## config.mk

```make
export PLATFORM = sky130hd
export DESIGN_NAME = ebs_ctrl
export DESIGN_NICKNAME = d
export VERILOG_FILES = /design/src/hdl/easy_backfill_scheduler_unit_assert.svh /design/src/hdl/ebs_pkg.sv /design/src/hdl/ebs_ctrl.sv
export SDC_FILE = /design/constraint.sdc
export NUM_CORES = 1
export LEC_CHECK = 0
export BUFFER_PORTS_ARGS = -buffer_cell sky130_fd_sc_hd__buf_2
export CORE_MARGIN = 5
export CORE_UTILIZATION = 45
export CTS_CLUSTER_SIZE = 20
export DETAILED_ROUTE_END_ITERATION = 8
export PLACE_DENSITY = 0.8
export SYNTH_ARGS = -nofsm -noshare
export SYNTH_HDL_FRONTEND = slang
export SYNTH_SLANG_ARGS = --single-unit
```

## constraint.sdc

```tcl
create_clock -name clock -period 3.4 [get_ports clock]
set_input_delay 0.51 -clock clock [delete_from_list [all_inputs] [get_ports clock]]
set_output_delay 0.51 -clock clock [all_outputs]
set_load 0.005 [all_outputs]
```

## src/hdl/easy_backfill_scheduler_unit_assert.svh

```systemverilog
// Assertion macros used by the scheduler top level.
// Needs nothing else; take it in with a bare include.
`ifndef EASY_BACKFILL_SCHEDULER_UNIT_ASSERT_SVH
`define EASY_BACKFILL_SCHEDULER_UNIT_ASSERT_SVH

// Same-cycle implication.
`define EBS_ASSERT_IMP(label, clk, rst, ante, cons, msg) \
   label: assert property (@(posedge clk) disable iff (rst) (ante) |-> (cons)) \
      else $error(msg);

// Next-cycle implication.
`define EBS_ASSERT_NXT(label, clk, rst, ante, cons, msg) \
   label: assert property (@(posedge clk) disable iff (rst) (ante) |=> (cons)) \
      else $error(msg);

`endif

```

## src/hdl/ebs_pkg.sv

```systemverilog
// Shared types, sizes and helper functions of the backfill scheduler.
// Used by ebs_ctrl, ebs_datapath and the top level; depends on nothing.
`timescale 1ns / 1ps

package ebs_pkg;

   localparam int MAX_HOSTS   = 64;
   localparam int QUEUE_DEPTH = 32;
   localparam int RUN_DEPTH   = 32;

   localparam int QA_W   = $clog2(QUEUE_DEPTH);
   localparam int QC_W   = $clog2(QUEUE_DEPTH + 1);
   localparam int RA_W   = $clog2(RUN_DEPTH);
   localparam int PLAT_W = 7;
   localparam int HOST_W = $clog2(MAX_HOSTS + 1);
   localparam int TAG_W  = 8;
   localparam int REQH_W = 16;
   localparam int WALL_W = 32;
   localparam int NOW_W  = 40;
   localparam int END_W  = 41;
   localparam int SUM_W  = $clog2(MAX_HOSTS * (RUN_DEPTH + 1) + 1);

   typedef enum logic [1:0] {
      OP_SUBMIT   = 2'd0,
      OP_COMPLETE = 2'd1,
      OP_SCHEDULE = 2'd2
   } op_type;

   typedef enum logic [1:0] {
      KIND_LAUNCH = 2'd0,
      KIND_REJECT = 2'd1,
      KIND_DONE   = 2'd2
   } kind_type;

   typedef enum logic [3:0] {
      S_IDLE,
      S_DECODE,
      S_REJECT,
      S_HEAD,
      S_ALLOC,
      S_LAUNCH,
      S_SH_CAND,
      S_SH_SUM,
      S_SH_TEST,
      S_SH_END,
      S_BACKFILL,
      S_DONE
   } state_type;

   typedef struct packed {
      logic     latch_in;
      logic     enqueue;
      logic     complete;
      logic     idx_clr;
      logic     idx_set1;
      logic     idx_inc;
      logic     alloc_init;
      logic     alloc_step;
      logic     launch;
      logic     found_clr;
      logic     shadow_now;
      logic     cand_clr;
      logic     cand_inc;
      logic     sum_init;
      logic     sum_step;
      logic     sh_test;
      logic     emit;
      kind_type kind;
   } cmd_type;

   typedef struct packed {
      logic [1:0] op;
      logic       reject;
      logic       q_empty;
      logic       cur_fits;
      logic       avail_ok;
      logic       cur_ends;
      logic       idx_end;
      logic       alloc_done;
      logic       cand_use;
      logic       cand_last;
      logic       j_last;
      logic       found;
      logic       out_free;
   } sts_type;

   function automatic logic [HOST_W-1:0] popcount(input logic [MAX_HOSTS-1:0] m);
      logic [HOST_W-1:0] c;
      c = '0;
      for (int b = 0; b < MAX_HOSTS; b++) begin
         c = c + HOST_W'(m[b]);
      end
      return c;
   endfunction

   function automatic logic [MAX_HOSTS-1:0] plat_ones(input logic [PLAT_W-1:0] plat);
      logic [MAX_HOSTS-1:0] ones;
      for (int b = 0; b < MAX_HOSTS; b++) begin
         ones[b] = (PLAT_W'(b) < plat);
      end
      return ones;
   endfunction

   function automatic logic [PLAT_W-1:0] clamp_plat(input logic [PLAT_W-1:0] v);
      logic [PLAT_W-1:0] r;
      r = v;
      if (v == '0) begin
         r = PLAT_W'(1);
      end else if (v > PLAT_W'(MAX_HOSTS)) begin
         r = PLAT_W'(MAX_HOSTS);
      end
      return r;
   endfunction

endpackage

```

## src/hdl/ebs_ctrl.sv

```systemverilog
// Controller state machine of the backfill scheduler.
// Drives ebs_datapath through ebs_pkg::cmd_type and reads ebs_pkg::sts_type.
`timescale 1ns / 1ps

module ebs_ctrl (
   input  logic             clock,
   input  logic             reset,
   input  logic             req_valid,
   output logic             req_ready,
   input  ebs_pkg::sts_type sts,
   output ebs_pkg::cmd_type cmd
);

   ebs_pkg::state_type state_ff, state_in;

   always_ff @(posedge clock) begin
      if (reset) begin
         state_ff <= ebs_pkg::S_IDLE;
      end else begin
         state_ff <= state_in;
      end
   end

   always_comb begin
      state_in = state_ff;
      unique case (state_ff)
         ebs_pkg::S_IDLE: begin
            if (req_valid) state_in = ebs_pkg::S_DECODE;
         end
         ebs_pkg::S_DECODE: begin
            priority case (sts.op)
               ebs_pkg::OP_SUBMIT:
                  state_in = sts.reject ? ebs_pkg::S_REJECT : ebs_pkg::S_IDLE;
               ebs_pkg::OP_SCHEDULE: state_in = ebs_pkg::S_HEAD;
               default: state_in = ebs_pkg::S_IDLE;
            endcase
         end
         ebs_pkg::S_REJECT: begin
            if (sts.out_free) state_in = ebs_pkg::S_IDLE;
         end
         ebs_pkg::S_HEAD: begin
            priority if (sts.q_empty) state_in = ebs_pkg::S_DONE;
            else if (sts.cur_fits) state_in = ebs_pkg::S_ALLOC;
            else if (sts.avail_ok) state_in = ebs_pkg::S_SH_END;
            else state_in = ebs_pkg::S_SH_CAND;
         end
         ebs_pkg::S_ALLOC: begin
            if (sts.alloc_done) state_in = ebs_pkg::S_LAUNCH;
         end
         ebs_pkg::S_LAUNCH: begin
            // The found flag tells the backfill phase from the first-come phase.
            if (sts.out_free) begin
               state_in = sts.found ? ebs_pkg::S_BACKFILL : ebs_pkg::S_HEAD;
            end
         end
         ebs_pkg::S_SH_CAND: begin
            priority if (sts.cand_use) state_in = ebs_pkg::S_SH_SUM;
            else if (sts.cand_last) state_in = ebs_pkg::S_SH_END;
            else state_in = ebs_pkg::S_SH_CAND;
         end
         ebs_pkg::S_SH_SUM: begin
            if (sts.j_last) state_in = ebs_pkg::S_SH_TEST;
         end
         ebs_pkg::S_SH_TEST: begin
            state_in = sts.cand_last ? ebs_pkg::S_SH_END : ebs_pkg::S_SH_CAND;
         end
         ebs_pkg::S_SH_END: begin
            state_in = sts.found ? ebs_pkg::S_BACKFILL : ebs_pkg::S_DONE;
         end
         ebs_pkg::S_BACKFILL: begin
            priority if (sts.idx_end) state_in = ebs_pkg::S_DONE;
            else if (sts.cur_fits && sts.cur_ends) state_in = ebs_pkg::S_ALLOC;
            else state_in = ebs_pkg::S_BACKFILL;
         end
         ebs_pkg::S_DONE: begin
            if (sts.out_free) state_in = ebs_pkg::S_IDLE;
         end
         default: state_in = ebs_pkg::S_IDLE;
      endcase
   end

   always_comb begin
      cmd       = '0;
      cmd.kind  = ebs_pkg::KIND_LAUNCH;
      req_ready = 1'b0;
      unique case (state_ff)
         ebs_pkg::S_IDLE: begin
            req_ready    = 1'b1;
            cmd.latch_in = req_valid;
         end
         ebs_pkg::S_DECODE: begin
            priority case (sts.op)
               ebs_pkg::OP_SUBMIT: cmd.enqueue = !sts.reject;
               ebs_pkg::OP_COMPLETE: cmd.complete = 1'b1;
               ebs_pkg::OP_SCHEDULE: begin
                  cmd.idx_clr   = 1'b1;
                  cmd.found_clr = 1'b1;
               end
               default: cmd.latch_in = 1'b0;
            endcase
         end
         ebs_pkg::S_REJECT: begin
            cmd.emit = sts.out_free;
            cmd.kind = ebs_pkg::KIND_REJECT;
         end
         ebs_pkg::S_HEAD: begin
            if (!sts.q_empty) begin
               priority if (sts.cur_fits) cmd.alloc_init = 1'b1;
               else if (sts.avail_ok) cmd.shadow_now = 1'b1;
               else cmd.cand_clr = 1'b1;
            end
         end
         ebs_pkg::S_ALLOC: begin
            cmd.alloc_step = !sts.alloc_done;
         end
         ebs_pkg::S_LAUNCH: begin
            cmd.launch = sts.out_free;
            cmd.emit   = sts.out_free;
            cmd.kind   = ebs_pkg::KIND_LAUNCH;
         end
         ebs_pkg::S_SH_CAND: begin
            cmd.sum_init = sts.cand_use;
            cmd.cand_inc = !sts.cand_use && !sts.cand_last;
         end
         ebs_pkg::S_SH_SUM: begin
            cmd.sum_step = 1'b1;
         end
         ebs_pkg::S_SH_TEST: begin
            cmd.sh_test  = 1'b1;
            cmd.cand_inc = !sts.cand_last;
         end
         ebs_pkg::S_SH_END: begin
            cmd.idx_set1 = sts.found;
         end
         ebs_pkg::S_BACKFILL: begin
            if (!sts.idx_end) begin
               cmd.alloc_init = sts.cur_fits && sts.cur_ends;
               cmd.idx_inc    = !(sts.cur_fits && sts.cur_ends);
            end
         end
         ebs_pkg::S_DONE: begin
            cmd.emit = sts.out_free;
            cmd.kind = ebs_pkg::KIND_DONE;
         end
         default: cmd = '0;
      endcase
   end

endmodule

```

# After elaboration in Yosys (flattened, before gate mapping)
# Index checks and enable logic that the tools add are counted.
# Widths: inputs -> output; s select.
# word_totals
register_bits	4
inputBits	17
out_inout_bits	20
wordCells	72
# op_classes
eq_ne	18
muxes	42
reduce_logical	11
# ops
cell	n
$mux 4	13
$pmux 4 s11	1
$mux 1	18
$eq 4x3->1 const B	4
$eq 4x4->1 const B	4
$mux 2	5
$pmux 3 s3	1
$eq 4x2->1 const B	2
$ne 2x2->1 const B	4
$logic_not 1->1	5
$reduce_and 5->1	1
$eq 4x1->1 const B	1
$logic_not 4->1	1
$pmux 1 s2	2
$pmux 2 s2	1
$mux 3	1
$eq 2x1->1 const B	1
$eq 2x2->1 const B	1
$logic_and 1x1->1	2
$logic_not 2->1	1
$ne 2x1->1 const B	1
$reduce_or 2->1	1

# Logic depth before layout (Yosys ltp)
# depth
word_depth	4
mapped_depth	7
mapped_depth_nobuf	5

# Worst setup path before layout
# No wires, ideal clock.
# synth_timing
path_kind	flip-flop to output port
start	reg state_ff[0]
end	out cmd[15] in the netlist's numbering
arrival_time_ns	1.314
required_ns	2.890
setup_slack_ns	1.576
path_stages_with_launch	6
path_buffers	2
path_cell_list	dfxtp_1 > buf_6 > nand2b_1 > nand2b_1 > nor3b_1 > buf_4
# synth_lines
element	line_no	source
start, declared	ebs_ctrl.sv:14	ebs_pkg::state_type state_ff, state_in;
start signal, assigned	ebs_ctrl.sv:18	state_ff <= ebs_pkg::S_IDLE;
start signal, assigned	ebs_ctrl.sv:20	state_ff <= state_in;
end, declared	ebs_ctrl.sv:11	output ebs_pkg::cmd_type cmd

==> run metrics <==
ys flop type dfxtp_1; TritonRoute pass-1 iters 4; Clock transition at path regs 0.04 ns; Ports 37; Post-DP HPWL 1567 um; DRT iter0 DRCs 27; Buf+Inv Stages, Crit Path 1; first-pass GRT wire length 3263 um; Largest regs state_ff (4); cells after synthesis 99; Max-Cap Viols 0; synth unique cells 42; CP max FO 22; CTS tree built; Die Wd 50.37 um; num rows 14; setup TNS 0 ns; Syn Area/Cell 7.406 um2; post-route ant nets 0; gr usage total 15.26%; insertion delay to the later sink of the worst-skew pair 0.23 ns; Synth area leaders dfxtp_1 11%, nand2b_1 6.8%, nor2_1 5.6%, a211oi_1 4.1%, a22o_1 3.6%; CTS Buffer Depth 2; Setup-failing EPs final 0; critical path launch point type flip-flop; Yosys top cell area share 10.92%; Max Fclk 382.0 MHz; part of the cycle the worst path needs 77.00%; hold buffers post-CTS 0; Chip Height 50.37 um; register name with the most flops state_ff; mapped cell area 733.2 um2; Vias/cell 6.200; Max VDD drop 0.0001640 V; crit path cell chain nand2b_1, or4_1, nor2_1, buf_2; slowest stage cell, crit path dfxtp_1; top cells by count, synth 11 x nor2_1, 8 x nand2b_1; Clock Skews 0.0005452 ns; Wirelength per Cell 13.82 um; CTS H-tree depth 1; CTS resizes 0; synthesized flop and latch total 4; Pwr Total 0.0002647 W; CP arrival 2.11 ns; RSZ-0062 raised after global routing false; Port Buffers 36; ys async rst share 0%; antenna violations before repair 0; Area growth, synth to finish 21.84%; largest net degree at the start of global routing 24; CP top delay family simple AND/OR/NAND/NOR gates; number of synthesized flops with an enable pin 0; Setup CP Type flip-flop to primary output; most frequent cell after synthesis nor2_1; max FFs per register 4; YS warnings 0; Rel. slew slack 46.69%; vias in the first global route 781; actual slew at the worst max-slew pin 0.7986 ns; syn_nets 116; Die Area 2537 um2; via count 899; Crit. End Element primary output; status complete, no violations; Post-CTS Setup Inserts 0; Hold Fails Final Rpt 0; total wire length 2004 um; GR Overflow Total 0; highest cell delay on the worst timing path 0.78 ns; Core ar. 1524 um2; Worst Path Required 2.89 ns; sequential-to-total area share from yosys stat 10.92%; PwrDens 296.3 nW/um2; residual DRC count 0; min cycle time layout 2.618 ns; routability cong. 0.8157; clock sinks 4; fill cell count 160; Slew Limit Fails 0; number of buffers created by CTS 3; area leader, netlist dfxtp_1; LEAKAGE 0.4043 nW; Hold WC Path Type input port to flip-flop; number of diodes 0; NumNets Final 148; clock root cell clkbuf_4; Initial Util 48.11%; fraction of layout cells with a size suffix above 1 35.66%
==> final cells by class <==
class | count | area (um2) | share of cell area [%]
Timing Repair Buffer | 36 | 180.2 | 20.17
Inverter | 5 | 18.77 | 2.101
Multi-Input combinational cell | 81 | 571.8 | 64.01
Tap cell | 16 | 20.02 | 2.241
Sequential cell | 4 | 80.08 | 8.964
Clock buffer | 3 | 22.52 | 2.521
==> worst reg2reg max path: cells and delay by family (launching register included) <==
kind	cells	cell delay (ns)
compound gates	2	0.54
flops	1	0.83
simple gates	3	0.70
==> per-layer routing <==
metal  wire length (um)  up-vias  GRT usage (%)  share of wire [%]
met4                  9        0          3.830               0.45
met5                  0        -              0                  0
li1                   -      431              -                  -
met1                744      415          18.41                 37
met2               1075       51          26.99                 54
met3                174        2          3.550                8.7
==> power breakdown <==
| group | leakage (nW) | switching [W] | internal [W] |
|---|---|---|---|
| logic | 0.358 | 0.0000596 | 0.0000643 |
| clock network | 0.0138 | 0.0000182 | 0.0000394 |
| registers | 0.0326 | 0.0000306 | 0.0000526 |
| total | 0.404 | 0.000108 | 0.000156 |
==> through the flow <==
stage	setup slack (ns)	cell area [um2]	util, %	hold WS (ns)	std cells
floorplan	1.576	733.2	-	0.7342	99
global placement	1.069	870.8	57.14	0.8037	142
CTS	0.7818	893.4	58.62	0.6650	145
global route	0.5629	893.4	58.62	0.6809	145
finish	0.7820	893.4	58.62	0.6652	145
detailed placement	1.016	870.8	57.14	0.7940	142
==> path summary, 6_finish.rpt <==
| kind | slack (ns) | endpoint | cells past startpoint | start |
|---|---|---|---|---|
| min | 0.67 | state_ff[0] | 3 | reset |
| max | 0.78 | cmd[8] | 4 | state_ff[0] |
| max reg2reg | 1.21 | state_ff[1] | 5 | state_ff[3] |
| min reg2reg | 0.81 | state_ff[2] | 1 | state_ff[2] |
==> placed cells by master, fill, tap and decap left out, drive strengths merged, types with 2 or more instances in the layout <==
cell	instances
or3	4
nor2	11
nor3	4
dfxtp	4
nand2b	8
and2	4
o21bai	2
nor4	4
clkbuf	3
a21oi	6
buf	36
nor3b	2
nand2	5
or4	3
nor4b	2
a22o	3
nor2b	2
a211oi	5
inv	5
==> cells by family (layout without fill, tap and decap cells) <==
kind of cell	count (synthesis)	count (layout)	share of synthesized area, %
AND/OR/NAND/NOR	54	54	47.10
buffers and inverters	14	44	11.09
AO/OA/AOI/OAI	26	26	29.69
flip-flops	4	4	10.92
XOR/XNOR	1	1	1.195
Power figures use the tool's default switching activity.
